**src/rtl/bfs_pkg.sv**
```systemverilog
// Shared types and constants for the bounded FIFO with statistics.
// Used by bfs_ctrl and bounded_fifo_with_stats_top; depends on nothing.
`default_nettype none

package bfs_pkg;

  localparam int unsigned DataW  = 32;
  localparam int unsigned CtrW   = 32;
  localparam int unsigned CntW   = 5;

  localparam logic [CntW-1:0] LimitReset = 5'd16;

  typedef enum logic {
    KIND_ADD = 1'b0,
    KIND_GET = 1'b1
  } kind_e;

  // Status of the beat that is on the result ports.
  typedef struct packed {
    logic            valid;
    logic            accepted;
    logic            was_get;
    logic [CntW-1:0] occupancy;
    logic [CtrW-1:0] add_tries;
    logic [CtrW-1:0] get_tries;
    logic [CtrW-1:0] adds_done;
    logic [CtrW-1:0] gets_done;
  } bfs_result_t;

endpackage

`default_nettype wire

```
**src/rtl/bounded_fifo_with_stats_top.sv**
```systemverilog
// Top level of the bounded FIFO with statistics counters.
// Instantiates bfs_ctrl and bfs_ring_mem; depends on bfs_pkg.
`default_nettype none

// A first-in first-out queue of signed 32-bit values with a programmable
// occupancy limit and four wrapping 32-bit statistics counters. An item is
// taken when start is high and busy is low; kind_i selects add (0) or get (1).
// Every item gives exactly one result beat, in the cycle after it was taken,
// marked by done_o for a single cycle; the receiver cannot hold it off.
// When an item is taken the ring store is written (add) or read (get) and
// all pointers and counters update; in the cycle after, the store's registered
// read data reaches value_out_o while busy is high. A new item is not taken
// while the last one's result beat is on the ports. An add is refused when the
// queue holds at least min(entry_limit, DEPTH) entries, a get when the queue is
// empty; refused items still count as tries and report value_out_o as zero.
// The limit is written through cfg_valid_i / cfg_data_i (always ready); the
// user must write it only while the block is idle, as the block itself does
// not enforce this. It resets to 16. The ring store needs no clearing pass
// after reset, since a get only reads entries written by earlier adds.
module bounded_fifo_with_stats_top
  import bfs_pkg::*;
#(
  parameter int unsigned DEPTH = 16
) (
  input  wire logic                    clk_i,
  input  wire logic                    rst_ni,
  input  wire logic                    start,
  output logic                         busy,
  input  wire logic                    kind_i,
  input  wire logic signed [DataW-1:0] value_in_i,
  output logic                         done_o,
  output logic                         accepted_o,
  output logic signed      [DataW-1:0] value_out_o,
  output logic             [CntW-1:0]  occupancy_o,
  output logic             [CtrW-1:0]  add_tries_o,
  output logic             [CtrW-1:0]  get_tries_o,
  output logic             [CtrW-1:0]  adds_done_o,
  output logic             [CtrW-1:0]  gets_done_o,
  input  wire logic                    cfg_valid_i,
  output logic                         cfg_ready_o,
  input  wire logic        [CntW-1:0]  cfg_data_i
);

  // A single-entry ring still needs a one-bit address.
  localparam int unsigned AddrW = (DEPTH > 1) ? $clog2(DEPTH) : 1;

  bfs_result_t      result;
  logic             wr_en, rd_en;
  logic [AddrW-1:0] wr_addr, rd_addr;
  logic [DataW-1:0] wr_data, rd_data;

  bfs_ctrl #(
    .Depth (DEPTH),
    .AddrW (AddrW)
  ) u_ctrl (
    .clk_i       (clk_i),
    .rst_ni      (rst_ni),
    .start_i     (start),
    .kind_i      (kind_e'(kind_i)),
    .value_in_i  (value_in_i),
    .cfg_valid_i (cfg_valid_i),
    .cfg_data_i  (cfg_data_i),
    .wr_en_o     (wr_en),
    .wr_addr_o   (wr_addr),
    .wr_data_o   (wr_data),
    .rd_en_o     (rd_en),
    .rd_addr_o   (rd_addr),
    .result_o    (result)
  );

  bfs_ring_mem #(
    .Depth (DEPTH),
    .AddrW (AddrW),
    .DataW (DataW)
  ) u_ring_mem (
    .clk_i     (clk_i),
    .wr_en_i   (wr_en),
    .wr_addr_i (wr_addr),
    .wr_data_i (wr_data),
    .rd_en_i   (rd_en),
    .rd_addr_i (rd_addr),
    .rd_data_o (rd_data)
  );

  // The block is busy exactly while a result beat is on the ports.
  assign busy        = result.valid;
  assign cfg_ready_o = 1'b1;

  assign done_o      = result.valid;
  assign accepted_o  = result.accepted;
  // Only a successful get shows stored data; everything else reports zero.
  assign value_out_o = (result.accepted && result.was_get) ? rd_data : '0;
  assign occupancy_o = result.occupancy;
  assign add_tries_o = result.add_tries;
  assign get_tries_o = result.get_tries;
  assign adds_done_o = result.adds_done;
  assign gets_done_o = result.gets_done;

endmodule

`default_nettype wire

```
**src/rtl/bfs_ring_mem.sv**
```systemverilog
// Ring store of the FIFO: one write port, one read port, registered read data.
// Stand-alone; no package dependency.
`default_nettype none

module bfs_ring_mem #(
  parameter int unsigned Depth = 16,
  parameter int unsigned AddrW = 4,
  parameter int unsigned DataW = 32
) (
  input  wire logic             clk_i,
  input  wire logic             wr_en_i,
  input  wire logic [AddrW-1:0] wr_addr_i,
  input  wire logic [DataW-1:0] wr_data_i,
  input  wire logic             rd_en_i,
  input  wire logic [AddrW-1:0] rd_addr_i,
  output logic      [DataW-1:0] rd_data_o
);

  logic [DataW-1:0] mem_q [Depth];

  always_ff @(posedge clk_i) begin
    if (wr_en_i) begin
      mem_q[wr_addr_i] <= wr_data_i;
    end
  end

  always_ff @(posedge clk_i) begin
    if (rd_en_i) begin
      rd_data_o <= mem_q[rd_addr_i];
    end
  end

endmodule

`default_nettype wire

```
**src/rtl/bfs_ctrl.sv**
```systemverilog
// Queue control: head and tail pointers, entry count, limit register and
// statistics counters. Drives the ring store ports. Depends on bfs_pkg.
`default_nettype none

module bfs_ctrl
  import bfs_pkg::*;
#(
  parameter int unsigned Depth = 16,
  parameter int unsigned AddrW = 4
) (
  input  wire logic             clk_i,
  input  wire logic             rst_ni,
  input  wire logic             start_i,
  input  wire kind_e            kind_i,
  input  wire logic [DataW-1:0] value_in_i,
  input  wire logic             cfg_valid_i,
  input  wire logic [CntW-1:0]  cfg_data_i,
  output logic                  wr_en_o,
  output logic      [AddrW-1:0] wr_addr_o,
  output logic      [DataW-1:0] wr_data_o,
  output logic                  rd_en_o,
  output logic      [AddrW-1:0] rd_addr_o,
  output bfs_result_t           result_o
);

  localparam logic [AddrW-1:0] LastSlot = AddrW'(Depth - 1);

  logic [AddrW-1:0] head_q, head_d, tail_q, tail_d;
  logic [CntW-1:0]  count_q, count_d, limit_q;
  logic [CtrW-1:0]  add_tries_q, add_tries_d, get_tries_q, get_tries_d;
  logic [CtrW-1:0]  adds_done_q, adds_done_d, gets_done_q, gets_done_d;
  logic             pending_q, ok_q, ok_d, was_get_q;
  logic             accept, add_ok, get_ok;

  assign accept = start_i && !pending_q;

  // The limit saturates at the ring depth.
  assign add_ok = (kind_i == KIND_ADD) && (count_q < limit_q)
                  && (32'(count_q) < 32'(Depth));
  assign get_ok = (kind_i == KIND_GET) && (count_q != '0);

  always_comb begin
    head_d      = head_q;
    tail_d      = tail_q;
    count_d     = count_q;
    add_tries_d = add_tries_q;
    get_tries_d = get_tries_q;
    adds_done_d = adds_done_q;
    gets_done_d = gets_done_q;
    ok_d        = 1'b0;
    if (accept) begin
      unique case (kind_i)
        KIND_ADD: begin
          add_tries_d = add_tries_q + CtrW'(1);
          if (add_ok) begin
            tail_d      = (tail_q == LastSlot) ? '0 : tail_q + AddrW'(1);
            count_d     = count_q + CntW'(1);
            adds_done_d = adds_done_q + CtrW'(1);
            ok_d        = 1'b1;
          end
        end
        KIND_GET: begin
          get_tries_d = get_tries_q + CtrW'(1);
          if (get_ok) begin
            head_d      = (head_q == LastSlot) ? '0 : head_q + AddrW'(1);
            count_d     = count_q - CntW'(1);
            gets_done_d = gets_done_q + CtrW'(1);
            ok_d        = 1'b1;
          end
        end
        default: begin
          ok_d = 1'b0;
        end
      endcase
    end
  end

  assign wr_en_o   = accept && add_ok;
  assign wr_addr_o = tail_q;
  assign wr_data_o = value_in_i;
  assign rd_en_o   = accept && get_ok;
  assign rd_addr_o = head_q;

  always_ff @(posedge clk_i or negedge rst_ni) begin
    if (!rst_ni) begin
      head_q      <= '0;
      tail_q      <= '0;
      count_q     <= '0;
      limit_q     <= LimitReset;
      add_tries_q <= '0;
      get_tries_q <= '0;
      adds_done_q <= '0;
      gets_done_q <= '0;
      pending_q   <= 1'b0;
      ok_q        <= 1'b0;
      was_get_q   <= 1'b0;
    end else begin
      head_q      <= head_d;
      tail_q      <= tail_d;
      count_q     <= count_d;
      add_tries_q <= add_tries_d;
      get_tries_q <= get_tries_d;
      adds_done_q <= adds_done_d;
      gets_done_q <= gets_done_d;
      pending_q   <= accept;
      if (cfg_valid_i) begin
        limit_q <= cfg_data_i;
      end
      if (accept) begin
        ok_q      <= ok_d;
        was_get_q <= (kind_i == KIND_GET);
      end
    end
  end

  always_comb begin
    result_o.valid     = pending_q;
    result_o.accepted  = ok_q;
    result_o.was_get   = was_get_q;
    result_o.occupancy = count_q;
    result_o.add_tries = add_tries_q;
    result_o.get_tries = get_tries_q;
    result_o.adds_done = adds_done_q;
    result_o.gets_done = gets_done_q;
  end

  // The entry count never exceeds the ring depth.
  assert property (@(posedge clk_i) disable iff (!rst_ni)
    32'(count_q) <= 32'(Depth))
    else $error("entry count above ring depth");

  // Count matches successful adds minus successful gets, modulo the count width.
  assert property (@(posedge clk_i) disable iff (!rst_ni)
    count_q == CntW'(adds_done_q - gets_done_q))
    else $error("entry count out of step with done counters");

  // Every accepted item gives exactly one result beat.
  assert property (@(posedge clk_i) disable iff (!rst_ni)
    accept |=> (pending_q && !accept))
    else $error("accepted item did not give a single result beat");

  // The ring store is never read and written together, and is accessed only for an accepted item.
  assert property (@(posedge clk_i) disable iff (!rst_ni)
    !(wr_en_o && rd_en_o) && (!(wr_en_o || rd_en_o) || accept))
    else $error("ring store access outside an accepted item");

endmodule

`default_nettype wire

```
**config.mk**
```make
export PLATFORM = sky130hd
export DESIGN_NAME = bounded_fifo_with_stats_top
export DESIGN_NICKNAME = d
export VERILOG_FILES = /design/src/rtl/bfs_pkg.sv /design/src/rtl/bounded_fifo_with_stats_top.sv /design/src/rtl/bfs_ring_mem.sv /design/src/rtl/bfs_ctrl.sv
export SDC_FILE = /design/constraint.sdc
export NUM_CORES = 1
export LEC_CHECK = 0
export BUFFER_PORTS_ARGS = -buffer_cell sky130_fd_sc_hd__buf_2
export CAP_MARGIN = 10
export CORE_ASPECT_RATIO = 1.1
export CORE_MARGIN = 1
export CORE_UTILIZATION = 40
export CTS_BUF_LIST = sky130_fd_sc_hd__clkbuf_4 sky130_fd_sc_hd__clkbuf_8
export DETAILED_ROUTE_END_ITERATION = 7
export SLEW_MARGIN = 20
export SYNTH_ARGS = -nofsm -noshare
export SYNTH_HDL_FRONTEND = slang
export SYNTH_SLANG_ARGS = --single-unit
```
**constraint.sdc**
```tcl
create_clock -name clk_i -period 4 [get_ports clk_i]
set_input_delay 0.6 -clock clk_i [delete_from_list [all_inputs] [get_ports clk_i]]
set_output_delay 0.6 -clock clk_i [all_outputs]
set_load 0.1 [all_outputs]
```
-- Word-level counts from Yosys, hierarchy flattened
Memory sizes are Yosys's and may differ from the RTL's. A register that Yosys moved wholly into a read port is not among the register bits.
Index checks and enable logic that the tools add are counted.
- register bits: 149
- latch bits: 0
- RAM bits: 512
- bits in read-only memories: 0
- bits of input ports: 42
- output and inout bits: 169
- logic and storage cells: 52
- memories: 1
- $add $sub $neg: 8
- multiply operators: 0
- divide/modulo/power cells: 0
- order comparisons: 2
- equality and inequality tests: 4
- shifts and indexed selects: 0
- muxes and demuxes: 11
- bitwise operators: 1
- reduce and logical (&&, ||, !) cells: 14
- memory list (name ; depth ; width ; rd ports ; clocked after Yosys merged registers in ; write ports ; line ; text):
    u_ring_mem.mem_q ; 16 ; 32 ; 1 ; 1 ; 1 ; bfs_ring_mem.sv:19 ; logic [DataW-1:0] mem_q [Depth];
- operator list (operator ; count):
    $add A32 B1 Y32 const B ; 4
    $mux W32 ; 1
    $mux W5 ; 2
    $pmux W5 S2 ; 1
    $reduce_and A3 Y1 ; 3
    $add A4 B1 Y4 const B ; 2
    $eq A4 B4 Y1 const B ; 2
    $mux W4 ; 2
    $logic_and A1 B1 Y1 ; 7
    $add A5 B1 Y5 const B ; 1
    $lt A5 B5 Y1 ; 1
    $lt A5 B5 Y1 const B ; 1
    $reduce_bool A5 Y1 ; 1
    $sub A5 B1 Y5 const B ; 1
    $mux W1 ; 4
    $ne A2 B1 Y1 const B ; 2
    $reduce_and A2 Y1 ; 2
    $pmux W1 S2 ; 1
    $logic_not A1 Y1 ; 1
    $not A1 Y1 ; 1

-- Depth between registers and ports, before layout
Gate-level depths: netlist (run 1).
- depth in word-level cells: 6
- gate-level depth with buffers: 9
- mapped depth without buffers: 7

-- By module
A second synthesis (run 1) with hierarchy kept.
- cells, all modules: 1523
- area total of the unflattened synthesis: 27606.5 µm²
- by module, submodules not included (module ; instances ; cells an instance ; area an instance (µm²)):
    bfs_ring_mem ; 1 ; 838 ; 20174.3
    bfs_ctrl ; 1 ; 644 ; 7143.1
    bounded_fifo_with_stats_top ; 1 ; 41 ; 289.0

-- Worst setup path before layout (run 1)
OpenSTA, ideal clock, no wires.
- kind: flip-flop to flip-flop
- start point: register u_ctrl.count_q[2]
- end point: memory u_ring_mem.mem_q[15][0] (enable)
- library setup time: 0.421 ns
- data arrival time: 3.634 ns
- setup slack: -0.055 ns
- cell stages (with the launch flop): 7
- path buffers: 1
- path through: dfrtp_1 ha_1 a21o_1 a31oi_2 o21ai_2 buf_2 nor2_1
- cells in the longest elaborated chain, start to end: 6
- ends and longest elaborated chain (what ; line ; text):
    start: declaration ; bfs_ctrl.sv:29 ; logic [CntW-1:0] count_q, count_d, limit_q;
    start signal: assignment ; bfs_ctrl.sv:100 ; count_q <= count_d;
    $lt A5 B5 Y1 ; bfs_ctrl.sv:38 ; assign add_ok = (kind_i == KIND_ADD) && (count_q < limit_q)
    $logic_and A1 B1 Y1 ; bfs_ctrl.sv:38 ;
    $logic_and A1 B1 Y1 (*) ; bfs_ctrl.sv:39 ; && (32'(count_q) < 32'(Depth));
    $logic_and A1 B1 Y1 (*) ; bfs_ctrl.sv:78 ; assign wr_en_o = accept && add_ok;
    $mux W1 (*) ; bfs_ring_mem.sv:22 ; if (wr_en_i) begin
    $mux W1 (not written as such) (*) ; bfs_ring_mem.sv:23 ; mem_q[wr_addr_i] <= wr_data_i;
    end: declaration ; bfs_ring_mem.sv:19 ;
Every way passes the cells marked *; elsewhere a longest branch is shown, timed or not.

-- Worst setup path after layout (run 1)
- start point: register u_ctrl.count_q[2]
- end point: memory u_ring_mem.mem_q[1][27] (enable)
Same word-level chain as after synthesis.

==> flow_metrics.py, run 1 <==
metrics = {
    "run_status": {
        "outcome": "completed",
    },
    "floorplan": {
        "die_width_um": 252,
        "boundaryPins": 211,
        "die_area_um2": 69900,
        "die_h_um": 277,
        "rows": 100,
        "start_util": 0.406,
        "coreArea_um2": 67800,
    },
    "yosys": {
        "synth_area_leaders": "edfxtp_1 59%, dfrtp_1 13%, mux4_2 13%, xnor2_1 2.5%, xor2_1 1.7%",
        "yosysMostFrequentCell": "edfxtp_1",
        "yosysWarnings": 0,
        "synth_cell_types": 59,
        "yosys.area.top_type": "edfxtp_1",
        "async_flop_share": 0.215,
        "yosys_most_used_dff": "edfxtp_1",
        "synth-edff-count": 544,
        "avgSynthCellArea_um2": 19.1,
        "synth_top_cells_by_count": "544 x edfxtp_1, 160 x mux4_2, 148 x dfrtp_1, 78 x nand2_1, 78 x xnor2_1",
        "synth-seq-cells": 693,
        "synth_cells": 1441,
        "syn-cell-area_um2": 27500,
        "yosysSeqAreaShare": 0.729,
        "synth_fp_nets": 1500,
        "synth_top_area_frac": 0.594,
    },
    "routing": {
        "detail_route.wl_per_cell_um": 22.6,
        "via_per_inst": 5.22,
        "wirelength_um": 61900,
        "wl_met1_um": 26600,
        "final_antenna_net_count": 0,
        "drc": 0,
        "maxUsedRoutingLayer": "met5",
        "drt_iter0_drc": 1056,
        "wl_met3_um": 3540,
        "vias": 14300,
        "route.met2.wl_um": 30700,
        "drt-pass1-iter-count": 5,
    },
    "flow_run": {
        "maxCapViolCount": 0,
    },
    "setup_path": {
        "r2r_start": "u_ctrl.count_q[2]$_DFFE_PN0P_",
        "cp.required_ns": 4.41,
        "end_kind": "register",
        "crit_end": "u_ring_mem.mem_q[1][27]$_DFFE_PP_",
        "critPathMaxFanout": 17,
        "reg2reg_to": "u_ring_mem.mem_q[1][27]$_DFFE_PP_",
        "cp-start-kind": "register",
        "reg2reg_slack_ns": 0.76,
        "crit_type": "register to register",
        "critPathArrivalTime_ns": 3.65,
        "rr_worst_depth": 7,
        "crit_start": "u_ctrl.count_q[2]$_DFFE_PN0P_",
    },
    "timing": {
        "min_period_ns": 3.24,
        "fmax_mhz": 308,
        "hold_viol": 0,
        "worst_slew_pin_slew_ns": 1.13,
        "skew_ns": 0.0340,
        "timing.slew.headroom": 0.244,
        "setup_viol": 0,
        "fin_ws_ns": 0.758,
        "drv_slew": 0,
        "finalSetupTns_ns": 0,
        "fin_crit_sh": 0.811,
        "rsz0062_at_grt": "false",
    },
    "cells_and_area": {
        "antennaDiodeCount": 0,
        "syn2layout_area_growth_pct": 16.3,
        "final_nets": 1798,
        "layout-drive-gt1-share": 0.340,
    },
    "cts": {
        "clock_latency_ns": 0.73,
        "cts_buffers": 110,
        "clkSinkCount": 693,
        "ctsResizeCount": 0,
        "clk_pin_slew_ns": 0.06,
        "cts_hold_buf": 1,
        "cts-htree-levels": 3,
        "cts_tree": "done",
        "postCtsSetupRepairBufs": 0,
        "clockRootBuffer": "clkbuf_8",
        "clockBufferDepth": 3,
    },
    "grt": {
        "grt_usage": 0.180,
        "grt_max_degree": 78,
        "antenna_found_initial": 1,
        "grt_pass1_wl_um": 94100,
        "grt_overflow": 0,
        "grt_pass1_vias": 14900,
    },
    "pwr": {
        "p_seq_frac": 0.451,
        "power_frac_clock": 0.308,
        "power_density_nw_per_um2": 602,
        "power_switching_mw": 6.13,
        "sw_frac_of_total": 0.318,
        "p_int_mw": 13.1,
        "p_leak_nw": 11.8,
        "power_frac_comb": 0.241,
        "ir_worst_vdd_mv": 0.364,
    },
    "placement": {
        "gp_congestion": 0.751,
        "io_buffers": 209,
        "place_ws_ns": 0.605,
        "place_hpwl_um": 38400,
    },
    "worst_hold_path": {
        "hp-class": "input port to register",
    },
}
[routing by layer]
layer | vias up | track usage
met1 | 7484 | 0.243
met2 | 420 | 0.296
li1 | 6285 | -
met4 | 2 | 0.0524
met3 | 89 | 0.0360
met5 | - | 0
[area by class of cell]
cell class                 count  area, µm²
fill                        5779      35800
sequential                   693      20100
multi-input combinational    663       7060
clock buffer                 152       1860
timing repair buffer         244       1480
tap                          918       1150
clock inverter                41        299
inverter                      27        101
[stage by stage]
step / power, mW / hold WS, ns / util / cell area, µm² / cells
2_1_floorplan: 12.3 / 0.304 / - / 27500 / 1441
3_3_place_gp: 13.5 / 0.453 / 0.440 / 29900 / 2544
3_5_place_dp: 13.6 / 0.461 / 0.440 / 29900 / 2544
4_1_cts: 19.6 / 0.0271 / 0.472 / 32000 / 2738
5_1_grt: 20.1 / 0.0649 / 0.472 / 32000 / 2738
6_report: 19.3 / 0.107 / 0.472 / 32000 / 2738
[cell families (layout without fill, tap and decap cells)]
group	after synthesis	in the layout	share of synthesized area
other	1	1	0.000136
muxes	163	163	0.132
DFF	693	693	0.729
AOI/OAI and AO/OA	31	31	0.00968
adders and majority gates	17	17	0.00800
xor gates and xnor gates	130	130	0.0414
and+or+nand+nor	321	321	0.0641
buffers and inverters	85	464	0.0155
[how the worst min path moves through the flow]
stage	to	cells after the start	from
4_1_cts	u_ctrl.limit_q[2]$_DFFE_PN0P_	3	cfg_data_i[2]
3_3_place_gp	u_ctrl.add_tries_q[31]$_DFFE_PN0P_	1	u_ctrl.add_tries_q[31]$_DFFE_PN0P_
5_1_grt	u_ctrl.limit_q[2]$_DFFE_PN0P_	3	cfg_data_i[2]
2_1_floorplan	u_ctrl.add_tries_q[0]$_DFFE_PN0P_	0	rst_ni
6_report	u_ctrl.limit_q[2]$_DFFE_PN0P_	3	cfg_data_i[2]
3_5_place_dp	u_ctrl.gets_done_q[31]$_DFFE_PN0P_	1	u_ctrl.gets_done_q[31]$_DFFE_PN0P_
[power groups by stage]
stage	sequential [mW]	combinational (mW)	clock, mW
after floorplan	9.35	2.98	0
after global placement	8.83	4.72	0
after detailed placement	8.85	4.73	0
after CTS	8.70	4.75	6.13
after global routing	8.75	4.92	6.44
final	8.69	4.65	5.94
[worst max-delay path: stages, from the launching register on]
cell     delay, ns
dfrtp_1       0.45
ha_1          0.35
a21o_1        0.20
a31oi_2       0.39
o21ai_2       0.35
nor3_1        0.36
and2_2        0.57
buf_12        0.25
[registers in the layout (all words and copies together), names as in the netlist]
register / flops
u_ctrl.rd_addr_o: 4
u_ctrl.limit_q: 5
u_ctrl.ok_q: 1
u_ctrl.adds_done_q: 32
u_ctrl.gets_done_q: 32
u_ctrl.was_get_q: 1
u_ring_mem.mem_q: 512
u_ctrl.add_tries_q: 32
u_ctrl.count_q: 5
u_ctrl.wr_addr_o: 4
u_ctrl.get_tries_q: 32
u_ring_mem.rd_data_o: 32
u_ctrl.pending_q: 1
[layout by cell type (no fill, tap or decap), types with 5 or more instances in the layout]
| cell type | count |
|---|---|
| nand4_1 | 33 |
| inv_1 | 26 |
| mux4_2 | 160 |
| dfrtp_1 | 144 |
| nand2_1 | 78 |
| a21oi_1 | 5 |
| nand3_1 | 35 |
| xnor2_1 | 78 |
| nor3_1 | 21 |
| edfxtp_1 | 544 |
| clkinv_2 | 9 |
| nor2_1 | 46 |
| buf_4 | 21 |
| and3_1 | 52 |
| buf_2 | 208 |
| ha_1 | 16 |
| clkbuf_4 | 37 |
| clkinv_1 | 23 |
| and2_2 | 8 |
| xor2_1 | 52 |
| and4_1 | 11 |
| buf_12 | 13 |
| clkbuf_8 | 115 |
| o21ai_0 | 8 |
Power figures use the tool's default switching activity.
==> run 2: changes to the inputs <==
clock period = 2.7 ns   (was 4 ns; I/O delays follow)
==> flow_metrics.py, run 2 (synthesized netlist as in run 1, its figures left out) <==
metrics = {
    "pwr": {
        "p_seq_frac": 0.435,
        "power_frac_comb": 0.263,
        "power_switching_mw": 9.24,
        "power_frac_clock": 0.303,
        "sw_frac_of_total": 0.317,
        "power_density_nw_per_um2": 880,
        "p_leak_nw": 12.2,
        "ir_worst_vdd_mv": 0.471,
        "p_int_mw": 19.9,
    },
    "timing": {
        "rsz0062_at_grt": "false",
        "skew_ns": 0.0389,
        "worst_slew_pin_slew_ns": 0.781,
        "whs_ns": 0.0717,
        "timing.slew.headroom": 0.478,
        "drv_slew": 0,
        "fin_crit_sh": 0.931,
        "setup_viol": 0,
        "min_period_ns": 2.51,
        "fmax_mhz": 398,
        "hold_viol": 0,
        "finalSetupTns_ns": 0,
    },
    "worst_hold_path": {
        "hp-class": "input port to register",
    },
    "floorplan": {
        "coreArea_um2": 67800,
        "rows": 100,
        "die_width_um": 252,
        "die_h_um": 277,
        "die_area_um2": 69900,
        "boundaryPins": 211,
        "start_util": 0.406,
    },
    "setup_path": {
        "cp.required_ns": 3.06,
        "critPathMaxFanout": 32,
        "critPathArrivalTime_ns": 2.87,
        "crit_type": "register to register",
        "reg2reg_slack_ns": 0.19,
        "cp-start-kind": "register",
        "end_kind": "register",
    },
    "routing": {
        "detail_route.wl_per_cell_um": 22.4,
        "drt-pass1-iter-count": 5,
        "vias": 14400,
        "final_antenna_net_count": 0,
        "wirelength_um": 62500,
        "via_per_inst": 5.17,
        "drt_iter0_drc": 1133,
        "drc": 0,
    },
    "grt": {
        "grt_usage": 0.181,
        "grt_pass1_wl_um": 94700,
        "antenna_found_initial": 6,
        "grt_pass1_vias": 15000,
        "grt_overflow": 0,
        "grt_max_degree": 76,
    },
    "cts": {
        "cts_hold_buf": 19,
        "cts-htree-levels": 3,
        "clockRootBuffer": "clkbuf_8",
        "clkSinkCount": 693,
        "cts_buffers": 110,
        "clock_latency_ns": 0.71,
        "cts_tree": "done",
        "ctsResizeCount": 0,
        "clk_pin_slew_ns": 0.06,
        "clockBufferDepth": 3,
        "postCtsSetupRepairBufs": 0,
    },
    "cells_and_area": {
        "largest_reg_flops": 512,
        "final_nets": 1841,
        "syn2layout_area_growth_pct": 20.4,
        "regMostFlops": "u_ring_mem.mem_q",
        "final_cell_mix": "544 x edfxtp_1, 176 x buf_2, 160 x mux4_2",
        "layout-drive-gt1-share": 0.347,
        "mostFrequentLayoutCell": "edfxtp_1",
    },
    "run_status": {
        "outcome": "completed",
    },
    "flow_run": {
        "maxCapViolCount": 0,
    },
    "placement": {
        "io_buffers": 209,
        "gp_congestion": 0.774,
        "place_hpwl_um": 38900,
    },
}
[run 2: power by group through the flow]
stage / clock [mW] / sequential, mW / combinational, mW
floorplan: 0 / 13.9 / 4.45
global placement: 0 / 12.9 / 7.72
detailed placement: 0 / 12.9 / 7.75
CTS: 9.11 / 12.7 / 7.80
global route: 9.55 / 12.7 / 8.09
finish: 8.82 / 12.7 / 7.66
[run 2: final timing paths]
check,start,to,cells past startpoint
min in group asynchronous,rst_ni,u_ctrl.gets_done_q[25]$_DFFE_PN0P_,2
max in group asynchronous,rst_ni,u_ctrl.adds_done_q[10]$_DFFE_PN0P_,3
min,value_in_i[13],u_ring_mem.mem_q[13][13]$_DFFE_PP_,1
max reg2reg,u_ctrl.count_q[2]$_DFFE_PN0P_,u_ring_mem.mem_q[1][22]$_DFFE_PP_,7
min reg2reg,u_ctrl.get_tries_q[31]$_DFFE_PN0P_,u_ctrl.get_tries_q[31]$_DFFE_PN0P_,1
max,u_ctrl.count_q[2]$_DFFE_PN0P_,u_ring_mem.mem_q[1][22]$_DFFE_PP_,7
[run 2: critical path, stage by stage, from the launching register on]
cell,delay (ns)
dfrtp_4,0.53
ha_4,0.27
a21o_1,0.20
a31oi_4,0.17
o21ai_2,0.13
nor3_1,0.37
and2_2,0.25
buf_12,0.24
[run 2: cell type report]
class                           instances  area, µm²
Antenna cell                            1       2.50
Clock buffer                          149       1830
Clock inverter                         49        347
Fill cell                            5699      34700
Inverter                               27        101
Multi-Input combinational cell        663       7100
Sequential cell                       693      20100
Tap cell                              918       1150
Timing Repair Buffer                  287       2520
[run 2: per-stage QoR]
step	power (mW)	worst slack (ns)	instance area, µm²	util	instances
after global placement	20.6	0.272	30800	0.454	2569
after floorplan	18.3	0.0395	27600	-	1441
after detailed placement	20.6	0.255	30800	0.454	2569
final	29.2	0.187	33100	0.488	2787
after global routing	30.4	0.0270	33100	0.488	2786
after CTS	29.6	0.136	33100	0.488	2786
[run 2: layer usage]
| metal | share of wire | track usage | vias up |
|---|---|---|---|
| li1 | - | - | 6388 |
| met1 | 0.44 | 0.251 | 7469 |
| met2 | 0.48 | 0.288 | 456 |
| met3 | 0.064 | 0.0389 | 82 |
| met4 | 0.018 | 0.0522 | 4 |
| met5 | 0.00043 | 0 | - |
